`src/sv/mps_div.sv`:
```
// ----------------------------------------------------------------------------
// mps_div
// Pipelined restoring divider, one quotient bit per stage. Flags a quotient
// that does not fit in QUO_W bits.
// ----------------------------------------------------------------------------
module mps_div #(
  parameter int unsigned NUM_W = 29,
  parameter int unsigned DEN_W = 14,
  parameter int unsigned QUO_W = 20
) (
  input  logic             clk_i,
  input  logic             en_i,
  input  logic [NUM_W-1:0] num_i,
  input  logic [DEN_W-1:0] den_i,
  output logic [QUO_W-1:0] quo_o,
  output logic             ovf_o
);

  localparam int unsigned REM_W = ((NUM_W > DEN_W + QUO_W) ? NUM_W : DEN_W + QUO_W) + 1;

  logic [REM_W-1:0] rem_q [QUO_W];
  logic [DEN_W-1:0] den_q [QUO_W];
  logic [QUO_W-1:0] quo_q [QUO_W+1];
  logic             ovf_q [QUO_W+1];

  logic [REM_W-1:0] num_ext_w;
  logic [REM_W-1:0] den_top_w;

  assign num_ext_w = REM_W'(num_i);
  assign den_top_w = REM_W'(den_i) << QUO_W;

  // Load and check the quotient range
  always_ff @(posedge clk_i) begin
    if (en_i) begin
      rem_q[0] <= num_ext_w;
      den_q[0] <= den_i;
      quo_q[0] <= '0;
      ovf_q[0] <= (num_ext_w >= den_top_w);
    end
  end

  // One trial subtraction per stage, most significant bit first
  for (genvar j = 1; j <= QUO_W; j++) begin : g_step
    localparam int unsigned STEP_POS = QUO_W - j;
    logic [REM_W-1:0] sub_w;
    logic             fit_w;

    assign sub_w = REM_W'(den_q[j-1]) << STEP_POS;
    assign fit_w = (rem_q[j-1] >= sub_w);

    always_ff @(posedge clk_i) begin
      if (en_i) begin
        quo_q[j] <= quo_q[j-1] | (fit_w ? (QUO_W'(1) << STEP_POS) : QUO_W'(0));
        ovf_q[j] <= ovf_q[j-1];
      end
    end

    if (j < QUO_W) begin : g_carry
      always_ff @(posedge clk_i) begin
        if (en_i) begin
          rem_q[j] <= fit_w ? (rem_q[j-1] - sub_w) : rem_q[j-1];
          den_q[j] <= den_q[j-1];
        end
      end
    end
  end

  assign quo_o = quo_q[QUO_W];
  assign ovf_o = ovf_q[QUO_W];

endmodule

```
`config.mk`:
```
export PLATFORM = sky130hd
export DESIGN_NAME = mps_div
export DESIGN_NICKNAME = d
export VERILOG_FILES = /design/src/sv/mps_div.sv
export SDC_FILE = /design/constraint.sdc
export NUM_CORES = 2
export LEC_CHECK = 0
export BUFFER_PORTS_ARGS = -buffer_cell sky130_fd_sc_hd__buf_2
export CORE_MARGIN = 1.5
export CORE_UTILIZATION = 45
export CTS_CLUSTER_SIZE = 16
export DETAILED_ROUTE_END_ITERATION = 8
export GPL_ROUTABILITY_DRIVEN = 0
export PLACE_DENSITY = 0.62
export SETUP_SLACK_MARGIN = 0.05
export SLEW_MARGIN = 0
export SYNTH_ARGS = -nofsm -noshare
export SYNTH_HDL_FRONTEND = slang
export SYNTH_SLANG_ARGS = --single-unit
```
`constraint.sdc`:
```
create_clock -name clk_i -period 4.5 [get_ports clk_i]
set_input_delay 0.675 -clock clk_i [delete_from_list [all_inputs] [get_ports clk_i]]
set_output_delay 0.675 -clock clk_i [all_outputs]
set_load 0.02 [all_outputs]
```
# --- Yosys cells after proc, flatten, opt, wreduce, memory -nomap -nowiden ---
# Memory sizes are Yosys's and may differ from the RTL's.
# Cells that the tools add are included.
op_classes:
  n_addsub: 19
  n_lt_le_gt_ge: 21
  muxes: 41
  bitwise_logic: 20
op_table:
  columns: ["op", "count"]
  rows:
  - ["2-to-1 mux 35 bit", 19]
  - ["greater-or-equal comparator 35 x 14 -> 1 bit", 1]
  - ["greater-or-equal comparator 35 x 15 -> 1 bit", 1]
  - ["greater-or-equal comparator 35 x 16 -> 1 bit", 1]
  - ["greater-or-equal comparator 35 x 17 -> 1 bit", 1]
  - ["greater-or-equal comparator 35 x 18 -> 1 bit", 1]
  - ["greater-or-equal comparator 35 x 19 -> 1 bit", 1]
  - ["greater-or-equal comparator 35 x 20 -> 1 bit", 1]
  - ["greater-or-equal comparator 35 x 21 -> 1 bit", 1]
  - ["greater-or-equal comparator 35 x 22 -> 1 bit", 1]
  - ["greater-or-equal comparator 35 x 23 -> 1 bit", 1]
  - ["greater-or-equal comparator 35 x 24 -> 1 bit", 1]
  - ["greater-or-equal comparator 35 x 25 -> 1 bit", 1]
  - ["greater-or-equal comparator 35 x 26 -> 1 bit", 1]
  - ["greater-or-equal comparator 35 x 27 -> 1 bit", 1]
  - ["greater-or-equal comparator 35 x 28 -> 1 bit", 1]
  - ["greater-or-equal comparator 35 x 29 -> 1 bit", 1]
  - ["greater-or-equal comparator 35 x 30 -> 1 bit", 1]
  - ["greater-or-equal comparator 35 x 31 -> 1 bit", 1]
  - ["greater-or-equal comparator 35 x 32 -> 1 bit", 1]
  - ["greater-or-equal comparator 35 x 33 -> 1 bit", 1]
  - ["subtractor 35 x 15 -> 35 bit", 1]
  - ["subtractor 35 x 16 -> 35 bit", 1]
  - ["subtractor 35 x 17 -> 35 bit", 1]
  - ["57 further kinds", 59]
totals:
  ff_bits: 0
  ram_bits: 1421
  input_bits: 45
  out_inout_bits: 21
  wordCells: 105
  n_memories: 4
memory_table:
  columns: ["memory", "words", "word_bits", "rd", "rd_clocked_by_memory_dff", "write_ports", "line", "rtl"]
  rows:
  - ["rem_q", 20, 35, 20, 0, 20, "21", "logic [REM_W-1:0] rem_q [QUO_W];"]
  - ["quo_q", 21, 20, 21, 0, 21, "23", "logic [QUO_W-1:0] quo_q [QUO_W+1];"]
  - ["den_q", 20, 14, 20, 0, 20, "22", "logic [DEN_W-1:0] den_q [QUO_W];"]
  - ["ovf_q", 21, 1, 21, 0, 21, "24", "logic ovf_q [QUO_W+1];"]

# --- Logic depth before layout (Yosys ltp) ---
# An unclocked memory read counts as a cell.
depth:
  ltp_word: 4
  mapped_depth: 13
  depth_no_buf: 12

# --- Worst setup path before layout ---
# OpenSTA, ideal clock, no wires.
synth_path:
  kind: "reg2reg"
  from: "memory rem_q[8][13] (netlist bit)"
  to: "memory rem_q[9][31] (netlist bit), data pin"
  t_arrival_ns: 2.754
  setup_slack_ns: 1.475
  stages_incl_launch_ff: 10
  path_buffers: 0
  synth_period_minus_slack_ns: 3.025
  cell_sequence: "edfxtp_1 -> ha_1 -> nor2b_1 -> o31a_1 -> o41a_1 -> o2111a_1 -> or3b_1 -> or3b_1 -> nor4_1 -> xor2_1"
synth_rtl:
  columns: ["element", "line"]
  rows:
  - ["start, declared", "21"]

==> impl_results.md <==
* Pwr dens at 551 mW/mm^2
* Crit end category: flip-flop
* Max Clock Skew at 0.0233 ns
* Setup WS pre-CTS at 0.554 ns
* Status: finished clean
* Initial antenna violation count at 4
* GRT Total Usage at 17.6%
* Setup_tns at 0 ns
* Unrepaired setup endpoints after global routing: false
* Leading cell type in the layout, fill and taps excluded: edfxtp_1
* Postcts setup bufs at 0
* Skew-Pair Late Insertion Delay at 0.75 ns
* Clock buffer depth at 3
* # H-tree levels at 4
* Most frequent cells in the layout: edfxtp_1, inv_1, nor2_1
* Layout Area Growth over Synthesis at 11.9%
* Core area at 0.126 sq mm
* Initial DRC count at 2732
* Crit Path Class: flip-flop to flip-flop
* Pre-antenna DRT Iters at 6
* Detailed-route DRC error count at 0
* Horiz. Die Dim at 360 um
* Ratio of cells with drive above 1 in the final layout at 8.14%
* Async S/R FF share, synth at 0%
* Hpwl dp at 82900 um
* Post-synth EDFFs at 1205
* Antenna Nets Post-Route at 0
* Nature of the critical path startpoint: flip-flop
* Tmin final at 3.79 ns
* Nets at 4956
* CTS tree: built
* Antenna fix cells at 0
* Crit Path Max Fanout at 10
* Post-CTS Resized at 0
* MaxCap Viol Count at 0
* VDD IR max at 0.000386 V
* Syn Nets at 4788
* Total congestion overflow at 0
* Worst-path clk slew at 0.06 ns
* Final hold violations at 0
* Placed cells at 6124
* Top Ports at 66
* Required @ worst endpoint at 4.99 ns
* Leak at 0.0237 uW
* Number of synthesized register bits at 1205
* Drt via density at 5.40
* Hold Buf Count CTS at 0
* Placement row count at 130
* Part of the Yosys area used for sequential elements at 63.0%
* Pin count of the biggest net entering global routing at 155
* YS warnings at 0
* Total Power at 35400 uW
* Ys flop type: edfxtp_1
* Avg Cell Area, Syn at 12.9 sq um
* Design area at 0.0642 sq mm
* Rel. slew slack at 32.4%
* Final worst path period share at 84.3%
* Final Max Tran Viols at 0
* Non-Filler Instances at 6354
* Hold Path Class: primary input to flip-flop
* PortBufs at 65
* Root Buffer: clkbuf_16
* Die area at 0.130 sq mm
* Cell Area, Synth at 0.0574 sq mm
* Starting Density at 45.5%
* Worst Path Arrival at 4.28 ns
* Wirelength, routed at 114000 um
* Post-route setup slack at 0.707 ns
* CTS Sinks at 1205
* Placed cell area at 0.0600 sq mm
* Fmax at 0.264 GHz
* WL/cell at 18.0 um
* Mapped Cells at 4439
* Slew @ Worst Pin at 1.01 ns
* Post-synthesis cell type count at 90
* Via count at 34300
* CTS buffer count at 131
* First-pass GRT wire length at 181000 um
* Vias in the first global route at 33600
* Die Span Y at 360 um
* Setup violators final at 0
## area by class of cell
| class | count | area, sq um |
|---|---|---|
| inverter | 372 | 1400 |
| multi-input combinational | 2793 | 19600 |
| tap | 1650 | 2060 |
| timing repair buffer | 104 | 733 |
| clock inverter | 81 | 811 |
| fill | 10700 | 61800 |
| clock buffer | 149 | 3410 |
| sequential | 1205 | 36200 |
## kinds of logic (layout without fill, tap and decap cells)
logic type	Yosys count	count (layout)	share of synthesized area, %
buffers and inverters	441	706	2.89
adder cells (fa/ha/maj)	304	304	6.88
AO/OA/AOI/OAI	829	829	9.26
AND/OR/NAND/NOR	1216	1216	10.9
flip-flops	1205	1205	63.0
XOR/XNOR	381	381	5.81
multiplexers	63	63	1.23
## layer usage
layer	share of wire [%]	track usage, %	vias to the layer above
li1	-	-	16900
met1	44	23.1	16500
met2	48	29.7	764
met3	5.1	2.95	193
met4	2.6	5.89	2
met5	0.011	0	-
## critical path: stages (launching register included)
cell,delay (ns)
edfxtp_1,0.41
or3_1,0.44
nand2b_1,0.39
nor4_1,0.79
a2111oi_0,0.27
and4_1,0.31
nor4_1,0.57
nand3b_1,0.19
xnor2_1,0.16
## per-stage QoR
stage               hold slack [ns]  utilization (%)
global route                 0.0768             51.0
finish                        0.110             51.0
CTS                          0.0558             51.0
detailed placement            0.405             47.6
global placement              0.401             47.6
floorplan                     0.400                -
## Yosys cell counts (all sizes together), types with 27 or more instances
cell type | instances | area (sq um)
edfxtp | 1205 | 36200
inv | 372 | 1400
nor2 | 298 | 1120
ha | 285 | 3570
nand2 | 273 | 1020
o21ai | 239 | 1200
xnor2 | 214 | 1870
a21oi | 209 | 1050
xor2 | 167 | 1460
nor3 | 105 | 526
nor4 | 98 | 628
a21o | 71 | 533
nand3 | 69 | 350
nand2b | 67 | 419
o21a | 65 | 488
clkbuf | 58 | 218
mux2 | 58 | 653
nor2b | 53 | 332
nand4 | 43 | 269
or4 | 39 | 293
or3 | 34 | 213
o31ai | 32 | 250
a211oi | 27 | 215
## flip-flops by register name, summed over array words and instances, names as in the netlist
signal / cells
rem_q: 694
den_q: 280
quo_q: 210
ovf_q: 21
## power breakdown
part	internal (uW)	switching (uW)	leakage [uW]	total, uW
Clock	6200	4320	0.00205	10500
Sequential	14800	1310	0.0116	16100
Combinational	3810	5010	0.0101	8810
Total	24800	10600	0.0237	35400
## worst paths after layout
check | endpoint | depth (start not counted) | start | slack (ns)
worst min-delay path | den_q[0][11] | 1 | den_i[11] | 0.11
worst max register to register | rem_q[18][33] | 8 | rem_q[17][20] | 0.71
worst min register to register | quo_q[4][47] | 0 | quo_q[4][27] | 0.41
worst max-delay path | rem_q[18][33] | 8 | rem_q[17][20] | 0.71
(Power assumes the default switching activity.)
