### src/sv/mps_sqrt.sv
// ----------------------------------------------------------------------------
// mps_sqrt
// Pipelined integer square root, floor(sqrt(value)), one root bit per stage.
// ----------------------------------------------------------------------------
module mps_sqrt #(
  parameter int unsigned VAL_W = 42
) (
  input  logic                 clk_i,
  input  logic                 en_i,
  input  logic [VAL_W-1:0]     val_i,
  output logic [VAL_W/2-1:0]   root_o
);

  localparam int unsigned RT_W = VAL_W / 2;

  logic [VAL_W-1:0] v_q [RT_W];
  logic [VAL_W-1:0] r_q [RT_W];

  // Each stage tests one power of four, largest first
  for (genvar j = 0; j < RT_W; j++) begin : g_step
    localparam logic [VAL_W:0] STEP_ONE = (VAL_W+1)'(1) << (VAL_W - 2 - 2 * j);
    logic [VAL_W-1:0] v_w;
    logic [VAL_W-1:0] r_w;
    logic [VAL_W:0]   try_w;
    logic             fit_w;

    if (j == 0) begin : g_first
      assign v_w = val_i;
      assign r_w = '0;
    end else begin : g_next
      assign v_w = v_q[j-1];
      assign r_w = r_q[j-1];
    end

    assign try_w = {1'b0, r_w} + STEP_ONE;
    assign fit_w = ({1'b0, v_w} >= try_w);

    always_ff @(posedge clk_i) begin
      if (en_i) begin
        v_q[j] <= fit_w ? (v_w - try_w[VAL_W-1:0]) : v_w;
        r_q[j] <= fit_w ? ((r_w >> 1) + STEP_ONE[VAL_W-1:0]) : (r_w >> 1);
      end
    end
  end

  assign root_o = r_q[RT_W-1][RT_W-1:0];

endmodule

### config.mk
export PLATFORM = sky130hd
export DESIGN_NAME = mps_sqrt
export DESIGN_NICKNAME = d
export VERILOG_FILES = /design/src/sv/mps_sqrt.sv
export SDC_FILE = /design/constraint.sdc
export NUM_CORES = 1
export LEC_CHECK = 0
export BUFFER_PORTS_ARGS = -buffer_cell sky130_fd_sc_hd__buf_2
export CORE_UTILIZATION = 63
export CTS_CLUSTER_SIZE = 20
export DETAILED_ROUTE_END_ITERATION = 7
export PLACE_DENSITY = 0.8
export SYNTH_ARGS = -nofsm -noshare
export SYNTH_HDL_FRONTEND = slang
export SYNTH_SLANG_ARGS = --single-unit
### constraint.sdc
create_clock -name clk_i -period 3.98 [get_ports clk_i]
set_input_delay 1.194 -clock clk_i [delete_from_list [all_inputs] [get_ports clk_i]]
set_output_delay 1.194 -clock clk_i [all_outputs]
set_load 0.02 [all_outputs]
# Word level (Yosys, flattened, before mapping)
# Memory sizes are Yosys's and may differ from the RTL's.
# Cells that the tools add are included.
# totals
input_bits,44
out_inout_bits,21
latchBits,0
regBits,0
n_memories,2
mem_bits_ro,0
ramBits,1764
# op_classes
bitwise,0
mux,44
mul,0
n_eq_ne,0
order_cmp,21
add_sub_neg,61
shifts,0
n_div,0
reduce_logical,0
# mem_list
memory,depth,word_bits,rd,rd_clocked_by_memory_dff,wr,line_no,text
r_q,21,42,21,0,21,17,logic [VAL_W-1:0] r_q [RT_W];
v_q,21,42,20,0,21,16,logic [VAL_W-1:0] v_q [RT_W];
# op_table
operator,n
2-to-1 mux 42 bit,41
greater-or-equal comparator 42 x 43 -> 1 bit,20
subtractor 42 bit,20
adder 42 x 1 -> 43 bit (second input constant),1
adder 42 x 11 -> 43 bit (second input constant),1
adder 42 x 13 -> 43 bit (second input constant),1
adder 42 x 15 -> 43 bit (second input constant),1
adder 42 x 17 -> 43 bit (second input constant),1
adder 42 x 19 -> 43 bit (second input constant),1
adder 42 x 21 -> 43 bit (second input constant),1
adder 42 x 23 -> 43 bit (second input constant),1
adder 42 x 25 -> 43 bit (second input constant),1
adder 42 x 27 -> 43 bit (second input constant),1
adder 42 x 29 -> 43 bit (second input constant),1
adder 42 x 3 -> 43 bit (second input constant),1
adder 42 x 31 -> 43 bit (second input constant),1
adder 42 x 33 -> 43 bit (second input constant),1
adder 42 x 35 -> 43 bit (second input constant),1
adder 42 x 37 -> 43 bit (second input constant),1
adder 42 x 39 -> 43 bit (second input constant),1
adder 42 x 5 -> 43 bit (second input constant),1
adder 42 x 7 -> 43 bit (second input constant),1
adder 42 x 9 -> 43 bit (second input constant),1
adder 41 x 1 -> 42 bit (second input constant),1
other kinds (23),24

# Logic depth before layout (Yosys ltp)
# An unclocked memory read counts as a cell.
# depth
word_depth,4
ltp_mapped,14
ltp_nobuf,12

# Worst setup path after synthesis
# No wires, ideal clock.
# synth_path
kind,register -> register
startpoint,mem v_q[17][15] (netlist: v_q[2][57])
endpoint,mem v_q[18][16] (netlist: v_q[2][100]) (data pin)
setup_ns,0.260
n_path_buf,1
slack_ns,0.816
required_time_ns,3.720
arrival_ns,2.904
stages_incl_launch_ff,10
cell_sequence,edfxtp_1 ha_1 nand3_1 or4_1 or4_1 o211ai_1 nor2_1 o21ai_4 buf_2 mux2_2
# synth_rtl
item,line_no
start: declaration,16

==> Implementation_results.wiki <==
{| class="wikitable"
! Metric !! Value
|-
| Outcome || completed
|-
| Fin. max-slew vios || 0
|-
| Largest fanout of any net on the critical path || 36
|-
| Internal power summed over all cells || 22.0 mW
|-
| Area taken by flip-flops and latches || 32200 sq um
|-
| FFs w/ async S/R, synth || 0%
|-
| PwrDens || 543 nW/um^2
|-
| Number of vias in the routed layout || between 30000 and 40000
|-
| Chip Height || roughly 280 um
|-
| Switching share of power || a little over a quarter
|-
| Detailed Route Iter0 Violations || between 2000 and 3000
|-
| Routed wire length || ~110000 um
|-
| GR Util met1 || 31.3%
|-
| Total number of nets in the final design || roughly 4400
|-
| Most area-hungry cell type in the Yosys netlist || sky130_fd_sc_hd__edfxtp_1
|-
| Transition at the pin with the smallest max-transition slack || roughly 0.93 ns
|-
| Overflow left after global routing || 0
|-
| Post-synthesis sequential element count || 1071
|-
| Share of synthesized cell area in and, or, nand and nor gates || 11.5%
|-
| Hold-fix buffers at CTS || 0
|-
| Area of the multi-input gates || ~17000 sq um
|-
| Number of flops mapped to enable cells by yosys || 1071
|-
| Antenna violations before repair || 1
|-
| Met2 Use GR || 48.3%
|-
| I/O pin cnt || 65
|-
| Top post-synthesis cells by area || sky130_fd_sc_hd__edfxtp_1 64%, sky130_fd_sc_hd__ha_1 6.2%, sky130_fd_sc_hd__xor2_1 3.0%, sky130_fd_sc_hd__xnor2_1 2.9%, sky130_fd_sc_hd__inv_1 2.2%
|-
| Drt first pass iters || 6
|-
| Clock root cell || sky130_fd_sc_hd__clkbuf_16
|-
| Core outline area || 79000 sq um
|-
| Type of the worst setup path || flip-flop to flip-flop
|-
| Count of input and output buffers || 64
|-
| Post-synthesis instance area || 50300 sq um
|-
| Area of the die || 81000 sq um
|-
| Post-layout min period || 3.77 ns
|-
| Detail Route Antenna Nets || 0
|-
| Total number of H-tree levels || 3
|-
| Dominant combinational cell family by area after synthesis || simple AND/OR/NAND/NOR gates
|-
| Total of max-cap violations || 0
|-
| Area fraction of the dominant cell type after synthesis || between 60% and 70%
|-
| Data arrival time at the worst-slack endpoint || 4.17 ns
|-
| Warnings, synthesis || 0
|-
| Hold crit path type || flip-flop to flip-flop
|-
| Clock Pin Slew Worst Setup and Hold Paths || 0.06 ns
|-
| Slowest stage delay, CP || 0.60 ns
|-
| Max clock buf depth || 3
|-
| Maximum number of pins on one net before global-route repair || 121
|-
| Share of total power in sequential cells || approximately half
|-
| Post-CTS Setup Repair Bufs || 0
|-
| Number of hold violations in the final report || 0
|-
| Clock sinks || around 1100
|-
| Count of different cell masters after synthesis || 81
|-
| Fraction of final layout cells with drive strength greater than 1 || between 8 and 9%
|-
| RSZ-0062 raised after global routing || no
|-
| Clock tree from TritonCTS || yes
|-
| Last weighted congestion value of the routability-driven placer || approximately 0.9
|-
| Via count normalized by instance count || between 6 and 7
|-
| Initial cell density of the core || 63.7%
|-
| Tcrit/Tclk final || 94.6%
|-
| Fmax || 266 MHz
|-
| Number of diodes added for antenna fixing || 0
|-
| Required time at the endpoint of the critical path || 4.38 ns
|-
| Number of cells upsized or downsized after cts || 0
|-
| Arithmetic-cell share of the synthesized area counting full adders, half adders and majority gates || ~6.2%
|-
| Critical path's slowest cell || sky130_fd_sc_hd__or4_1
|-
| CP Capture Type || flip-flop
|-
| Synth-to-Final Area Change || 11.2%
|-
| Clk Latency, worst-skew pair || 0.70 ns
|-
| Critical Path, Cell by Cell || or4_1 > or3_1 > nor4_1 > o21ai_0 > or3b_1 > nor2_1 > inv_2 > o31a_1 > a32o_1
|-
| Filler Cells Inserted || between 5000 and 6000
|-
| Final number of setup-violating endpoints || 0
|-
| GRT Resource Usage Total || 26.6%
|-
| Proportion of synthesized chip area in sequential cells || between 60% and 70%
|-
| Hold slack || roughly 0.43 ns
|-
| Top FF cell, synth || sky130_fd_sc_hd__edfxtp_1
|-
| X dimension of the die || 285 um
|-
| CP Launch Type || flip-flop
|-
| Maximum clock skew at final layout || about 0.049 ns
|-
| Maximum vdd drop || 0.000430 V
|-
| Post-Synth XOR/XNOR Area || just under 6%
|-
| Clock buffer count from CTS || 104
|-
| Busiest layer in global routing || met2
|-
| Net Count, Synth || 4170
|-
| Routed length per placed instance || 20.7 um
|-
| Setup TNS || 0 ns
|-
| Compound-gate portion of the synthesized area || 8.92%
|-
| Via count of the first global-routing pass || 31118
|-
| Placement row count || slightly above 100
|-
| Global-route wire length before repair || ~170000 um
|-
| Portion of netlist area occupied by mux cells || 0.984%
|-
| Proportion of power drawn by combinational gates || 17.1%
|-
| Synth Instances || about 3900
|-
| Number of DRC violations after detailed routing || 0
|-
| Lkg Pwr || between 20 and 25 nW
|-
| HPWL after DPL || 77100 um
|-
| Synthesized area per cell || 13.0 sq um
|-
| Clock share of power || 32.8%
|-
| GR Layer Usage met3 || 3.84%
|-
| Switching power || approximately 8.3 mW
|-
| Slew HR || 37.7%
|}
==> final cells by class <==
class                      instances  area share (%)
clock buffer                     119            4.75
inverter                         295            1.98
multi-input combinational       2463            30.2
sequential                      1071            57.5
tap                             1050            2.35
clock inverter                    72            1.47
timing repair buffer             129            1.78
==> sequential cells by signal, indices dropped and copies added (netlist names) <==
signal / flops
r_q: 231
v_q: 840
==> synth_stat cells, drive strengths merged, types with 43 or more instances <==
master	n
nor4	131
o21ai	189
nand2b	50
edfxtp	1071
ha	248
a21oi	215
xor2	175
nand4	47
xnor2	167
nand3	58
nand2	257
nor3	114
inv	295
clkbuf	43
nor2	236
a21o	88
o21a	54
==> worst max-delay path: cells and delay by family (launching register included) <==
| family | cells | cell delay [ns] |
|---|---|---|
| AO/OA/AOI/OAI | 3 | 0.68 |
| AND/OR/NAND/NOR | 5 | 2.08 |
| flip-flops | 1 | 0.45 |
| buffers and inverters | 1 | 0.28 |
==> through the flow <==
| stage | cells | setup slack [ns] | area (sq um) | total power [mW] | utilization, % |
|---|---|---|---|---|---|
| floorplan | 3878 | 0.816 | 50300 | 18.8 | - |
| global placement | 5008 | 0.340 | 52500 | 20.4 | 66.4 |
| detailed placement | 5008 | 0.261 | 52500 | 20.5 | 66.4 |
| CTS | 5199 | 0.220 | 55900 | 30.4 | 70.8 |
| global route | 5199 | 0.0269 | 55900 | 31.6 | 70.8 |
| finish | 5199 | 0.214 | 55900 | 30.4 | 70.8 |
==> cell usage in the layout (no fill, tap or decap), types with 51 or more instances in the layout <==
cell,netlist,routed
sky130_fd_sc_hd__edfxtp_1,1071,1071
sky130_fd_sc_hd__a21oi_1,215,215
sky130_fd_sc_hd__o21ai_0,186,186
sky130_fd_sc_hd__inv_1,291,291
sky130_fd_sc_hd__buf_4,0,51
sky130_fd_sc_hd__xor2_1,175,175
sky130_fd_sc_hd__nor4_1,126,125
sky130_fd_sc_hd__o21a_1,54,54
sky130_fd_sc_hd__nand2_1,257,257
sky130_fd_sc_hd__buf_2,5,63
sky130_fd_sc_hd__clkbuf_16,0,104
sky130_fd_sc_hd__xnor2_1,167,167
sky130_fd_sc_hd__nor2_1,235,235
sky130_fd_sc_hd__nor3_1,113,113
sky130_fd_sc_hd__nand3_1,58,58
sky130_fd_sc_hd__a21o_1,88,88
sky130_fd_sc_hd__ha_1,248,248
==> worst paths after layout <==
path / start / end / slack, ns / depth (start not counted)
min reg2reg: r_q[4][57]$_DFFE_PP_ / r_q[4][98]$_DFFE_PP_ / 0.43 / 0
min: r_q[4][57]$_DFFE_PP_ / r_q[4][98]$_DFFE_PP_ / 0.43 / 0
max: v_q[2][30]$_DFFE_PP_ / v_q[2][55]$_DFFE_PP_ / 0.21 / 9
max reg2reg: v_q[2][30]$_DFFE_PP_ / v_q[2][55]$_DFFE_PP_ / 0.21 / 9
==> layer usage <==
layer,part of all wire [%],up-vias
met4,4.1,2
met1,39,15291
met2,52,942
met5,0.012,-
met3,4.9,247
li1,-,14920
==> power by group through the flow <==
stage	logic, mW	clock network (mW)	registers (mW)
after floorplan	3.80	0	15.0
after global routing	5.76	10.5	15.3
final	5.18	9.97	15.2
after global placement	5.00	0	15.4
after detailed placement	5.11	0	15.4
after CTS	5.17	10.1	15.2
==> kinds of logic (layout without fill, tap and decap cells) <==
kind of cell / after synthesis / count (layout)
adders and majority gates: 248 / 248
and+or+nand+nor: 1115 / 1115
buffers and inverters: 344 / 615
DFF: 1071 / 1071
muxes: 45 / 45
xor gates and xnor gates: 342 / 342
AOI/OAI and AO/OA: 713 / 713
(Power assumes the default switching activity.)
